`src/hdl/lrbt_pkg.sv`:
```
// lrbt_pkg: shared types, register indexes and reset constants
// for the link reconnect backoff timer; no dependencies
package lrbt_pkg;

    localparam int unsigned TIME_BITS_DEF = 32;
    localparam int unsigned CFG_IDX_W     = 3;
    localparam int unsigned CFG_DATA_W    = 32;
    localparam int unsigned MS_W          = 32;
    localparam int unsigned CNT_W         = 4;

    localparam logic [CFG_IDX_W-1:0] CFG_GRACE    = 3'd0;
    localparam logic [CFG_IDX_W-1:0] CFG_INTERVAL = 3'd1;
    localparam logic [CFG_IDX_W-1:0] CFG_BO_INIT  = 3'd2;
    localparam logic [CFG_IDX_W-1:0] CFG_BO_MAX   = 3'd3;
    localparam logic [CFG_IDX_W-1:0] CFG_HR_EVERY = 3'd4;

    localparam logic [MS_W-1:0]  GRACE_RST    = 32'd30000;
    localparam logic [MS_W-1:0]  INTERVAL_RST = 32'd5000;
    localparam logic [MS_W-1:0]  BO_INIT_RST  = 32'd5000;
    localparam logic [MS_W-1:0]  BO_MAX_RST   = 32'd60000;
    localparam logic [CNT_W-1:0] HR_EVERY_RST = 4'd3;

    typedef struct packed {
        logic [MS_W-1:0] now_ms;
        logic            link_up;
        logic            name_service_ok;
    } t_in_word;

    typedef struct packed {
        logic            checked;
        logic            reconnect;
        logic            hard_reset;
        logic            report_lost;
        logic            report_regained;
        logic            start_name_service;
        logic [MS_W-1:0] backoff_now_ms;
    } t_out_word;

    typedef struct packed {
        logic [MS_W-1:0]  grace_ms;
        logic [MS_W-1:0]  check_interval_ms;
        logic [MS_W-1:0]  backoff_initial_ms;
        logic [MS_W-1:0]  backoff_max_ms;
        logic [CNT_W-1:0] hard_reset_every;
    } t_cfg;

endpackage

```
`src/hdl/lrbt_in_if.sv`:
```
// lrbt_in_if: valid/ready channel carrying one poll word
// depends on lrbt_pkg
interface lrbt_in_if;
    logic                valid;
    logic                ready;
    lrbt_pkg::t_in_word  data;

    modport source (output valid, output data, input ready);
    modport sink   (input valid, input data, output ready);
endinterface

```
`src/hdl/lrbt_out_if.sv`:
```
// lrbt_out_if: valid/ready channel carrying one result word
// depends on lrbt_pkg
interface lrbt_out_if;
    logic                valid;
    logic                ready;
    lrbt_pkg::t_out_word data;

    modport source (output valid, output data, input ready);
    modport sink   (input valid, input data, output ready);
endinterface

```
`src/hdl/link_reconnect_backoff_timer.sv`:
```
// link_reconnect_backoff_timer: top level with input and result registers
// depends on lrbt_pkg, lrbt_in_if, lrbt_out_if, lrbt_cfg, lrbt_core
//
// usage
// - i_in carries one poll word per handshake: millisecond time, link-up flag
//   and whether a name-service start would succeed
// - o_out carries exactly one result word per poll: check/reconnect/hard reset
//   requests, loss and regain reports and the backoff after the poll
// - the config port writes one register per cycle with i_cfg_we high;
//   index 0 grace, 1 check interval, 2 initial backoff, 3 backoff ceiling,
//   4 reconnects per hard reset; other indexes are ignored
// - a word accepted into the input register has its result captured in the
//   result register and shown on o_out; the evaluation between the two is
//   one pass of compare, double-and-clamp and compare logic
// - throughput: one poll per clock while o_out is not stalled, set by
//   that single evaluation stage
// - reset (synchronous, active low) empties both registers, clears the timer
//   state and loads the default configuration
// - when o_out stalls the result register holds; the input register still
//   takes one more word, then i_in.ready drops until the result is taken
module link_reconnect_backoff_timer #(
    parameter int unsigned TIME_BITS = lrbt_pkg::TIME_BITS_DEF
) (
    input  logic                            i_clk,
    input  logic                            i_rst_n,
    lrbt_in_if.sink                         i_in,
    lrbt_out_if.source                      o_out,
    input  logic                            i_cfg_we,
    input  logic [lrbt_pkg::CFG_IDX_W-1:0]  i_cfg_idx,
    input  logic [lrbt_pkg::CFG_DATA_W-1:0] i_cfg_wdata
);

    // input register
    logic                r_in_valid;
    lrbt_pkg::t_in_word  r_in_word;
    // result register
    logic                r_out_valid;
    lrbt_pkg::t_out_word r_out_word;

    lrbt_pkg::t_cfg      w_cfg;
    lrbt_pkg::t_out_word w_res;
    logic                w_adv;   // result register can take a new word
    logic                w_fire;  // evaluate the buffered poll this cycle
    logic                w_in_ready;

    assign w_adv      = !r_out_valid || o_out.ready;
    assign w_fire     = r_in_valid && w_adv;
    assign w_in_ready = !r_in_valid || w_adv;
    assign i_in.ready = w_in_ready;

    always_ff @(posedge i_clk) begin
        if (!i_rst_n) begin
            r_in_valid  <= 1'b0;
            r_out_valid <= 1'b0;
        end else begin
            if (w_in_ready) begin
                r_in_valid <= i_in.valid;
            end
            if (w_adv) begin
                r_out_valid <= r_in_valid;
            end
        end
    end

    // payload registers carry no reset
    always_ff @(posedge i_clk) begin
        if (i_in.valid && w_in_ready) begin
            r_in_word <= i_in.data;
        end
        if (w_fire) begin
            r_out_word <= w_res;
        end
    end

    lrbt_cfg u_cfg (
        .i_clk       (i_clk),
        .i_rst_n     (i_rst_n),
        .i_cfg_we    (i_cfg_we),
        .i_cfg_idx   (i_cfg_idx),
        .i_cfg_wdata (i_cfg_wdata),
        .o_cfg       (w_cfg)
    );

    // state advances only when the poll's result is captured
    lrbt_core #(
        .TIME_BITS (TIME_BITS)
    ) u_core (
        .i_clk   (i_clk),
        .i_rst_n (i_rst_n),
        .i_fire  (w_fire),
        .i_word  (r_in_word),
        .i_cfg   (w_cfg),
        .o_word  (w_res)
    );

    assign o_out.valid = r_out_valid;
    assign o_out.data  = r_out_word;

    // a reconnect or a report only comes from an evaluated check
    a_reconnect_checked: assert property (@(posedge i_clk) disable iff (!i_rst_n)
        r_out_valid && (r_out_word.reconnect || r_out_word.report_lost ||
                        r_out_word.report_regained) |-> r_out_word.checked)
        else $error("reconnect or report without an evaluated check");

    // hard reset rides on a reconnect
    a_hard_with_reconnect: assert property (@(posedge i_clk) disable iff (!i_rst_n)
        r_out_valid && r_out_word.hard_reset |-> r_out_word.reconnect)
        else $error("hard reset without reconnect");

    // up-link actions and down-link actions never mix in one result
    a_up_down_exclusive: assert property (@(posedge i_clk) disable iff (!i_rst_n)
        r_out_valid && (r_out_word.start_name_service || r_out_word.report_regained)
        |-> !r_out_word.reconnect && !r_out_word.report_lost)
        else $error("link up and link down actions in one result");

    // a full input register behind a stalled result blocks new words
    a_stall_blocks_input: assert property (@(posedge i_clk) disable iff (!i_rst_n)
        r_in_valid && r_out_valid && !o_out.ready |-> !i_in.ready)
        else $error("input taken while both registers are full");

endmodule

```
`src/hdl/lrbt_cfg.sv`:
```
// lrbt_cfg: configuration register bank with plain write port
// depends on lrbt_pkg
module lrbt_cfg (
    input  logic                                i_clk,
    input  logic                                i_rst_n,
    input  logic                                i_cfg_we,
    input  logic [lrbt_pkg::CFG_IDX_W-1:0]      i_cfg_idx,
    input  logic [lrbt_pkg::CFG_DATA_W-1:0]     i_cfg_wdata,
    output lrbt_pkg::t_cfg                      o_cfg
);

    lrbt_pkg::t_cfg r_cfg;

    always_ff @(posedge i_clk) begin
        if (!i_rst_n) begin
            r_cfg.grace_ms           <= lrbt_pkg::GRACE_RST;
            r_cfg.check_interval_ms  <= lrbt_pkg::INTERVAL_RST;
            r_cfg.backoff_initial_ms <= lrbt_pkg::BO_INIT_RST;
            r_cfg.backoff_max_ms     <= lrbt_pkg::BO_MAX_RST;
            r_cfg.hard_reset_every   <= lrbt_pkg::HR_EVERY_RST;
        end else if (i_cfg_we) begin
            unique case (i_cfg_idx)
                lrbt_pkg::CFG_GRACE:    r_cfg.grace_ms           <= i_cfg_wdata;
                lrbt_pkg::CFG_INTERVAL: r_cfg.check_interval_ms  <= i_cfg_wdata;
                lrbt_pkg::CFG_BO_INIT:  r_cfg.backoff_initial_ms <= i_cfg_wdata;
                lrbt_pkg::CFG_BO_MAX:   r_cfg.backoff_max_ms     <= i_cfg_wdata;
                lrbt_pkg::CFG_HR_EVERY: begin
                    r_cfg.hard_reset_every <= i_cfg_wdata[lrbt_pkg::CNT_W-1:0];
                end
                default: ; // unused indexes are ignored
            endcase
        end
    end

    assign o_cfg = r_cfg;

endmodule

```
`src/hdl/lrbt_core.sv`:
```
// lrbt_core: timer state registers and the combinational poll evaluation
// depends on lrbt_pkg
module lrbt_core #(
    parameter int unsigned TIME_BITS = lrbt_pkg::TIME_BITS_DEF
) (
    input  logic                i_clk,
    input  logic                i_rst_n,
    input  logic                i_fire,
    input  lrbt_pkg::t_in_word  i_word,
    input  lrbt_pkg::t_cfg      i_cfg,
    output lrbt_pkg::t_out_word o_word
);

    localparam int unsigned MS_W = lrbt_pkg::MS_W;
    localparam int unsigned CW   = (TIME_BITS > MS_W) ? TIME_BITS : MS_W;

    logic [TIME_BITS-1:0]       r_last_check, n_last_check;
    logic [TIME_BITS-1:0]       r_last_retry, n_last_retry;
    logic [MS_W-1:0]            r_backoff,    n_backoff;
    logic [lrbt_pkg::CNT_W-1:0] r_retry_cnt,  n_retry_cnt;
    logic                       r_ns_running, n_ns_running;
    logic                       r_loss_rep,   n_loss_rep;

    logic [TIME_BITS-1:0]       w_tnow;
    logic [TIME_BITS-1:0]       w_chk_diff;
    logic [TIME_BITS-1:0]       w_rty_diff;
    logic [MS_W:0]              w_dbl;
    logic [lrbt_pkg::CNT_W-1:0] w_cnt_inc;
    lrbt_pkg::t_out_word        w_res;

    assign w_tnow     = TIME_BITS'(i_word.now_ms);
    assign w_chk_diff = w_tnow - r_last_check;
    assign w_rty_diff = w_tnow - r_last_retry;
    assign w_dbl      = {r_backoff, 1'b0};
    assign w_cnt_inc  = r_retry_cnt + lrbt_pkg::CNT_W'(1);

    always_comb begin
        n_last_check = r_last_check;
        n_last_retry = r_last_retry;
        n_backoff    = r_backoff;
        n_retry_cnt  = r_retry_cnt;
        n_ns_running = r_ns_running;
        n_loss_rep   = r_loss_rep;
        w_res        = '0;

        if (i_word.now_ms < i_cfg.grace_ms) begin
            // boot grace: only an up link clears the backoff
            if (i_word.link_up) begin
                n_backoff = '0;
            end
        end else if (CW'(w_chk_diff) >= CW'(i_cfg.check_interval_ms)) begin
            n_last_check  = w_tnow;
            w_res.checked = 1'b1;
            if (i_word.link_up) begin
                n_backoff = '0;
                if (r_loss_rep) begin
                    w_res.report_regained = 1'b1;
                    n_loss_rep            = 1'b0;
                end
                if (!r_ns_running) begin
                    w_res.start_name_service = 1'b1;
                    n_ns_running             = i_word.name_service_ok;
                end
            end else begin
                n_ns_running = 1'b0;
                if (!r_loss_rep) begin
                    w_res.report_lost = 1'b1;
                    n_loss_rep        = 1'b1;
                end
                if (r_backoff == '0) begin
                    n_backoff = i_cfg.backoff_initial_ms;
                end else if (w_dbl < {1'b0, i_cfg.backoff_max_ms}) begin
                    n_backoff = w_dbl[MS_W-1:0];
                end else begin
                    n_backoff = i_cfg.backoff_max_ms;
                end
                if (CW'(w_rty_diff) >= CW'(n_backoff)) begin
                    n_last_retry    = w_tnow;
                    w_res.reconnect = 1'b1;
                    if (w_cnt_inc >= i_cfg.hard_reset_every) begin
                        n_retry_cnt      = '0;
                        w_res.hard_reset = 1'b1;
                    end else begin
                        n_retry_cnt = w_cnt_inc;
                    end
                end
            end
        end
        w_res.backoff_now_ms = n_backoff;
    end

    always_ff @(posedge i_clk) begin
        if (!i_rst_n) begin
            r_last_check <= '0;
            r_last_retry <= '0;
            r_backoff    <= '0;
            r_retry_cnt  <= '0;
            r_ns_running <= 1'b0;
            r_loss_rep   <= 1'b0;
        end else if (i_fire) begin
            r_last_check <= n_last_check;
            r_last_retry <= n_last_retry;
            r_backoff    <= n_backoff;
            r_retry_cnt  <= n_retry_cnt;
            r_ns_running <= n_ns_running;
            r_loss_rep   <= n_loss_rep;
        end
    end

    assign o_word = w_res;

endmodule

```
`src/flat_wrapper.sv`:
```
// flat-port wrapper written by rule: the top's interface ports become plain ports
module link_reconnect_backoff_timer_flat 
#(
    parameter int unsigned TIME_BITS = lrbt_pkg::TIME_BITS_DEF
)
  (i_clk, i_rst_n, i_cfg_we, i_cfg_idx, i_cfg_wdata, i_in_valid, i_in_data, i_in_ready, o_out_valid, o_out_data, o_out_ready);
  lrbt_in_if i_in_i ();
  lrbt_out_if o_out_i ();
  input  logic i_clk;
  input  logic i_rst_n;
  input  logic i_cfg_we;
  input  logic [lrbt_pkg::CFG_IDX_W-1:0] i_cfg_idx;
  input  logic [lrbt_pkg::CFG_DATA_W-1:0] i_cfg_wdata;
  input wire logic [$bits(i_in_i.valid)-1:0] i_in_valid;
  input wire logic [$bits(i_in_i.data)-1:0] i_in_data;
  output wire logic [$bits(i_in_i.ready)-1:0] i_in_ready;
  output wire logic [$bits(o_out_i.valid)-1:0] o_out_valid;
  output wire logic [$bits(o_out_i.data)-1:0] o_out_data;
  input wire logic [$bits(o_out_i.ready)-1:0] o_out_ready;
  assign i_in_i.valid = i_in_valid;
  assign i_in_i.data = i_in_data;
  assign i_in_ready = i_in_i.ready;
  assign o_out_valid = o_out_i.valid;
  assign o_out_data = o_out_i.data;
  assign o_out_i.ready = o_out_ready;
  link_reconnect_backoff_timer #(.TIME_BITS(TIME_BITS)) u_core (.i_clk(i_clk), .i_rst_n(i_rst_n), .i_in(i_in_i), .o_out(o_out_i), .i_cfg_we(i_cfg_we), .i_cfg_idx(i_cfg_idx), .i_cfg_wdata(i_cfg_wdata));
endmodule
```
`config.mk`:
```
export PLATFORM = sky130hd
export DESIGN_NAME = link_reconnect_backoff_timer_flat
export DESIGN_NICKNAME = d
export VERILOG_FILES = /design/src/hdl/lrbt_pkg.sv /design/src/hdl/lrbt_in_if.sv /design/src/hdl/lrbt_out_if.sv /design/src/hdl/link_reconnect_backoff_timer.sv /design/src/hdl/lrbt_cfg.sv /design/src/hdl/lrbt_core.sv /design/src/flat_wrapper.sv
export SDC_FILE = /design/constraint.sdc
export NUM_CORES = 1
export LEC_CHECK = 0
export BUFFER_PORTS_ARGS = -buffer_cell sky130_fd_sc_hd__buf_2
export CAP_MARGIN = 25
export CORE_ASPECT_RATIO = 0.6
export CORE_MARGIN = 10
export CORE_UTILIZATION = 45
export DETAILED_ROUTE_END_ITERATION = 10
export PLACE_DENSITY_LB_ADDON = 0.08
export RECOVER_POWER = 50
export SLEW_MARGIN = 20
export SYNTH_ARGS = -nofsm -noshare
export SYNTH_HDL_FRONTEND = slang
export SYNTH_SLANG_ARGS = --single-unit
```
`constraint.sdc`:
```
create_clock -name i_clk -period 7.55 [get_ports i_clk]
set_input_delay 1.51 -clock i_clk [delete_from_list [all_inputs] [get_ports i_clk]]
set_output_delay 1.51 -clock i_clk [all_outputs]
set_load 0.01 [all_outputs]
```
* After elaboration in Yosys (flattened, before gate mapping)
Cells that the tools add are included.
Word-level totals: register bits after elaboration 308, input bits 74, output and inout bits 40, word-level logic and storage cells 78
Cells by class: $add $sub $neg 3, $lt $le $gt $ge 5, equal/unequal tests 4, muxes and demuxes 21, bitwise logic cells 4, reductions and logical operators 18
Operator list (number):
- two-way mux 32 bit | 9
- >= comparator 32 bit | 2
- subtractor 32 bit | 2
- less-than comparator 33 x 32 -> 1 bit | 1
- zero test 32 bit | 1
- less-than comparator 32 bit | 1
- AND reduction 2 bit | 5
- two-way mux 1 bit | 7
- == test 3 x 2 -> 1 bit (second input constant) | 2
- two-way mux 6 bit | 1
- OR reduction 3 bit | 2
- AND reduction 5 bit | 1
- adder 4 x 1 -> 4 bit (second input constant) | 1
- >= comparator 4 bit | 1
- two-way mux 2 bit | 2
- two-way mux 4 bit | 1
- NOT 1 bit | 4
- OR reduction 4 bit | 1
- == test 3 x 1 -> 1 bit (second input constant) | 1
- == test 3 bit (second input constant) | 1
- zero test 3 bit | 1
- two-way mux 3 bit | 1
- AND reduction 3 bit | 1
- logical AND 1 bit | 2
- other kinds (2) | 4

* Depth between registers and ports, before layout
depth in word-level cells 10, gate-level depth with buffers 25, gate-level depth less buffers 23

* Modules after synthesis
From an unflattened synthesis, not the netlist that was laid out.
Unflattened totals: cells, all modules 2003, area, all modules 18514.0 um^2
Modules (own cells, without submodules):
- lrbt_core | times used 1, cells an instance 1436, area an instance 11202.0 um^2
- lrbt_cfg | times used 1, cells an instance 486, area an instance 5046.1 um^2
- link_reconnect_backoff_timer | times used 1, cells an instance 81, area an instance 2265.9 um^2

* Worst setup path after synthesis
Ideal clock, no wire load.
kind register to register, start point register u_core.r_in_word[2] (netlist bit), end point register u_core.u_core.r_retry_cnt[2] (netlist bit), library setup time 0.117 ns, arrival time 5.226 ns, data required time 7.433 ns, setup slack 2.207 ns, cell stages (with the launch flop) 24, buffers on the path 0, period minus slack after synthesis 5.343 ns, cells stage by stage edfxtp_1 inv_1 ha_1 inv_1 fa_1 a211oi_1 o21ai_0 a2111oi_0 o31ai_1 a21oi_1 o21ai_0 a21oi_1 o31ai_1 xnor2_1 ha_1 nand4_1 or4_1 nor2_1 nand2_1 a211o_1 a211o_1 o21bai_4 a211o_1 a32o_1
Between the ends: cells in the longest elaborated chain, start to end 3, elaborated cells between the ends (all ways) 7, those cells by class add/sub: 2; order compare: 3; bitwise: 1; reduce/logical: 1
Ends and longest elaborated chain:
- from (decl) | line link_reconnect_backoff_timer.sv:35 | lrbt_pkg::t_in_word r_in_word;
- from (signal assigned) | line link_reconnect_backoff_timer.sv:68 | r_in_word <= i_in.data;
- subtractor 32 bit (tied with other cells) | line lrbt_core.sv:32 | assign w_chk_diff = w_tnow - r_last_check;
- >= comparator 32 bit (tied with other cells) | line lrbt_core.sv:51 | end else if (CW'(w_chk_diff) >= CW'(i_cfg.check_interval_ms)) begin
- AND reduction 5 bit (no source line) *
- to (signal assigned) | line lrbt_core.sv:104 | r_retry_cnt <= n_retry_cnt;
- to (decl) | line lrbt_core.sv:20 | logic [lrbt_pkg::CNT_W-1:0] r_retry_cnt, n_retry_cnt;
Mark *: on every way between the ends. The rest lies on a longest branch, timed or not. A chain may end at the register's enable or synchronous reset.

* Worst setup path after layout
start point register u_core.r_in_word[2] (netlist bit), end point register u_core.u_core.r_last_retry[27]
Between the ends: cells in the longest elaborated chain, start to end 3, elaborated cells between the ends (all ways) 7, those cells by class add/sub: 2; order compare: 3; bitwise: 1; reduce/logical: 1
Ends and longest elaborated chain:
- subtractor 32 bit (tied with other cells) | line lrbt_core.sv:32
- >= comparator 32 bit (tied with other cells) | line lrbt_core.sv:51
- AND reduction 5 bit (no source line) *
- to (signal assigned) | line lrbt_core.sv:102 | r_last_retry <= n_last_retry;
- to (decl) | line lrbt_core.sv:18 | logic [TIME_BITS-1:0] r_last_retry, n_last_retry;
Marked as above.

==> flow_metrics.tcl <==
set metrics [dict create \
    ctsHtreeMaxLevel 1 \
    dpl.hpwl_mm 36.4 \
    drc 0 \
    wl_met3_mm 2.37 \
    firstDrtPassIters 5 \
    fin_util_pct 51.4 \
    vias 14800 \
    drv_cap 6 \
    cts_tree "built" \
    setup_ws_ns 0.732 \
    grt_pass1_wl_mm 76.4 \
    p_per_area_nw_per_um2 219 \
    cp_max_fo 18 \
    cts_setup_buffers 0 \
    die_x_um 275 \
    synthAdderAreaFrac_pct 14.0 \
    wirelength_mm 48.2 \
    wl_met1_mm 23.4 \
    core-area_um2 38100 \
    clock_path_buffers 3 \
    hold_violations 0 \
    arrival_ns 7.32 \
    avgSynthCellArea_um2 8.37 \
    gp_congestion 0.884 \
    synth_fp_nets 2362 \
    drv_slew 298 \
    cts_hold_buffers 0 \
    synth.area.top_cells "dfxtp_1, ha_1, edfxtp_1, nand2_1, a21oi_1" \
    first_global_vias 13800 \
    worstMarginPinSlew_ns 2.86 \
    ys_types 67 \
    power_switching_uw 1270 \
    drt-initial-drc-count 1113 \
    syn_area_um2 17500 \
    worstSetupEndpointType "flop" \
    p_clk_share_pct 38.1 \
    power.internal_uw 3020 \
    nFillCells 3643 \
    fin_crit_sh_pct 90.3 \
    gr-total-overflow 0 \
    fin_crit_ns 6.82 \
    die-area_um2 47500 \
    rsz0062_at_grt "no" \
    port-buffer-count 113 \
    cts_root_buffer "clkbuf_16" \
    cts_sinks 308 \
    vias_per_cell 5.46 \
    peakVddDrop_mv 0.199 \
    synth_top_cell_by_area "dfxtp_1" \
    synthMuxAreaShare_pct 2.11 \
    start_util_pct 46.0 \
    hold_path.class "flop to flop" \
    antenna_found_initial 0 \
    syn_to_final_growth_pct 11.6 \
    routedWlPerCell_um 17.8 \
    layout-drive-gt1-share_pct 7.29 \
    status "complete, but fails checks" \
    diodes 0 \
    async_reset_ff_share_pct 0 \
    die_y_um 173 \
    numCtsBuffers 31 \
    sw_frac_of_total_pct 29.7 \
    highest_layer "met4" \
    clock.fmax_mhz 147 \
    ant_nets 0 \
    synth_top_family_by_area "compound AO/OA/AOI/OAI gates" \
    nets 2438 \
    synth_enable_flop_cells 72 \
    violations "max-capacitance violations, max-slew violations" \
    fin_skew_ns 0.0301 \
    rows 55 \
    ioPinCount 114 \
    p_comb_share_pct 20.1 \
    met2_length_mm 21.5 \
    post_synth_inst_count 2093 \
    grt_max_degree 85 \
    p_leak_uw 0.00742 \
    cts.clk_slew.worst_paths_ns 0.06 \
    final_common_cell "nand2_1" \
    ys_ff_latch 308 \
    final_cell_mix "nand2_1, dfxtp_1, a21oi_1, ha_1, inv_1" \
    synthSimpleGateAreaFrac_pct 16.7 \
    seq_area_frac_synth_pct 39.3 \
    synth_top_area_share_pct 27.0 \
    worstPathRequired_ns 8.05 \
    grt_usage_pct 19.7 \
    max_slew_margin_pct -90.8 \
    clk-insertion-delay-late_ns 0.60 \
    finalSetupTns_ns 0 \
    synth_flop_cell "dfxtp_1" \
    p_seq_share_pct 41.8 \
    finalSetupViolCount 0 \
    critPathLaunchType "flop" \
    worstSetupPathType "flop to flop" \
    yosysWarnings 0 \
    dp_slack_ns 0.581 \
    synth_compound_area_share_pct 18.6 \
    synth_xor_xnor_area_share_pct 3.05 \
]
-- what timing repair did --
action | CTS | global route
gates resized for setup | 0 | 1
hold endpoints to repair | 0 | 0
endpoints found under the setup margin | 0 | 14
-- metal layers --
layer | track usage, % | vias up
li1 | - | 7430
met3 | 2.89 | 60
met5 | 0 | -
met1 | 28.2 | 6962
met2 | 30.8 | 340
met4 | 4.29 | 0
-- worst max-delay path, stage by stage (launching register included) --
cell and delay (ns):
edfxtp_1 0.42, inv_1 0.12, ha_1 0.18, inv_1 0.05, fa_1 0.41, a211oi_1 0.30
o21ai_0 0.25, a2111oi_1 0.70, o31ai_1 0.27, a21oi_1 0.26, o21ai_0 0.13, a21oi_1 0.27
o21ai_0 0.17, xnor2_1 0.15, ha_1 0.27, nand4_1 0.13, or4_1 0.60, nor2_1 0.17
nand2_1 0.07, a211o_1 0.26, a211o_1 0.29, o21bai_4 0.26, nor2_8 0.39, buf_4 0.35
mux2i_1 0.23
-- state kept, by name, indices dropped and copies added, names as in the netlist --
signal and flops:
u_core.u_core.r_loss_rep 1, u_core.r_in_valid 1, u_core.u_core.r_last_check 32, u_core.u_cfg.o_cfg 132
u_core.u_core.r_retry_cnt 4, u_core.o_out.data 38, u_core.u_core.r_backoff 32, u_core.u_core.r_last_retry 32
u_core.o_out.valid 1, u_core.u_core.r_ns_running 1, u_core.r_in_word 34
-- kinds of logic after synthesis --
kind of cell | after synthesis
flip-flops | 308
buffers and inverters | 281
AND/OR/NAND/NOR | 679
XOR/XNOR | 61
multiplexers | 37
adder cells (fa/ha/maj) | 195
AO/OA/AOI/OAI | 532
-- Yosys cell counts (all sizes together) (23+ instances only) --
| library cell | number |
|---|---|
| a21o | 53 |
| a21oi | 224 |
| a221oi | 34 |
| clkbuf | 78 |
| dfxtp | 236 |
| edfxtp | 72 |
| ha | 193 |
| inv | 190 |
| mux2i | 37 |
| nand2 | 473 |
| nand3 | 23 |
| nand4 | 26 |
| nor2 | 45 |
| nor3 | 40 |
| o211ai | 23 |
| o21ai | 113 |
| xnor2 | 44 |
-- power groups by stage --
stage / combinational, µW / sequential, µW / clock (µW)
floorplan: 605 / 1820 / 0
global placement: 844 / 1830 / 0
detailed placement: 857 / 1830 / 0
CTS: 864 / 1790 / 1670
global route: 977 / 1800 / 1740
finish: 862 / 1790 / 1630
-- final timing paths --
path | start | end | slack, ns | cells after the start
hold reg to reg | u_core.u_cfg.o_cfg[87]$_SDFFE_PN0P_ | u_core.u_cfg.o_cfg[87]$_SDFFE_PN0P_ | 0.45 | 2
setup / recovery | u_core.r_in_word[2]$_DFFE_PP_ | u_core.u_core.r_last_retry[27]$_SDFFE_PN0P_ | 0.73 | 24
hold / removal | u_core.u_cfg.o_cfg[87]$_SDFFE_PN0P_ | u_core.u_cfg.o_cfg[87]$_SDFFE_PN0P_ | 0.45 | 2
setup reg to reg | u_core.r_in_word[2]$_DFFE_PP_ | u_core.u_core.r_last_retry[27]$_SDFFE_PN0P_ | 0.73 | 24
-- per-stage QoR --
stage	cells	total power, µW	instance area (µm²)	hold WS (ns)
2_1_floorplan	2093	2430	17500	0.435
3_3_place_gp	2648	2670	18600	0.442
3_5_place_dp	2648	2690	18600	0.446
4_1_cts	2706	4330	19600	0.455
5_1_grt	2707	4520	19600	0.466
6_report	2707	4290	19600	0.454
-- final cells by class --
| type | instances | area, µm² | area share [%] |
|---|---|---|---|
| clock buffers | 40 | 831 | 4.25 |
| clock inverters | 18 | 226 | 1.16 |
| inverters | 190 | 714 | 3.65 |
| multi-input cells | 1504 | 9600 | 49.1 |
| flip-flops and latches | 308 | 6890 | 35.2 |
| well taps | 513 | 642 | 3.28 |
| repair buffers | 134 | 667 | 3.41 |
(Power assumes the default switching activity.)
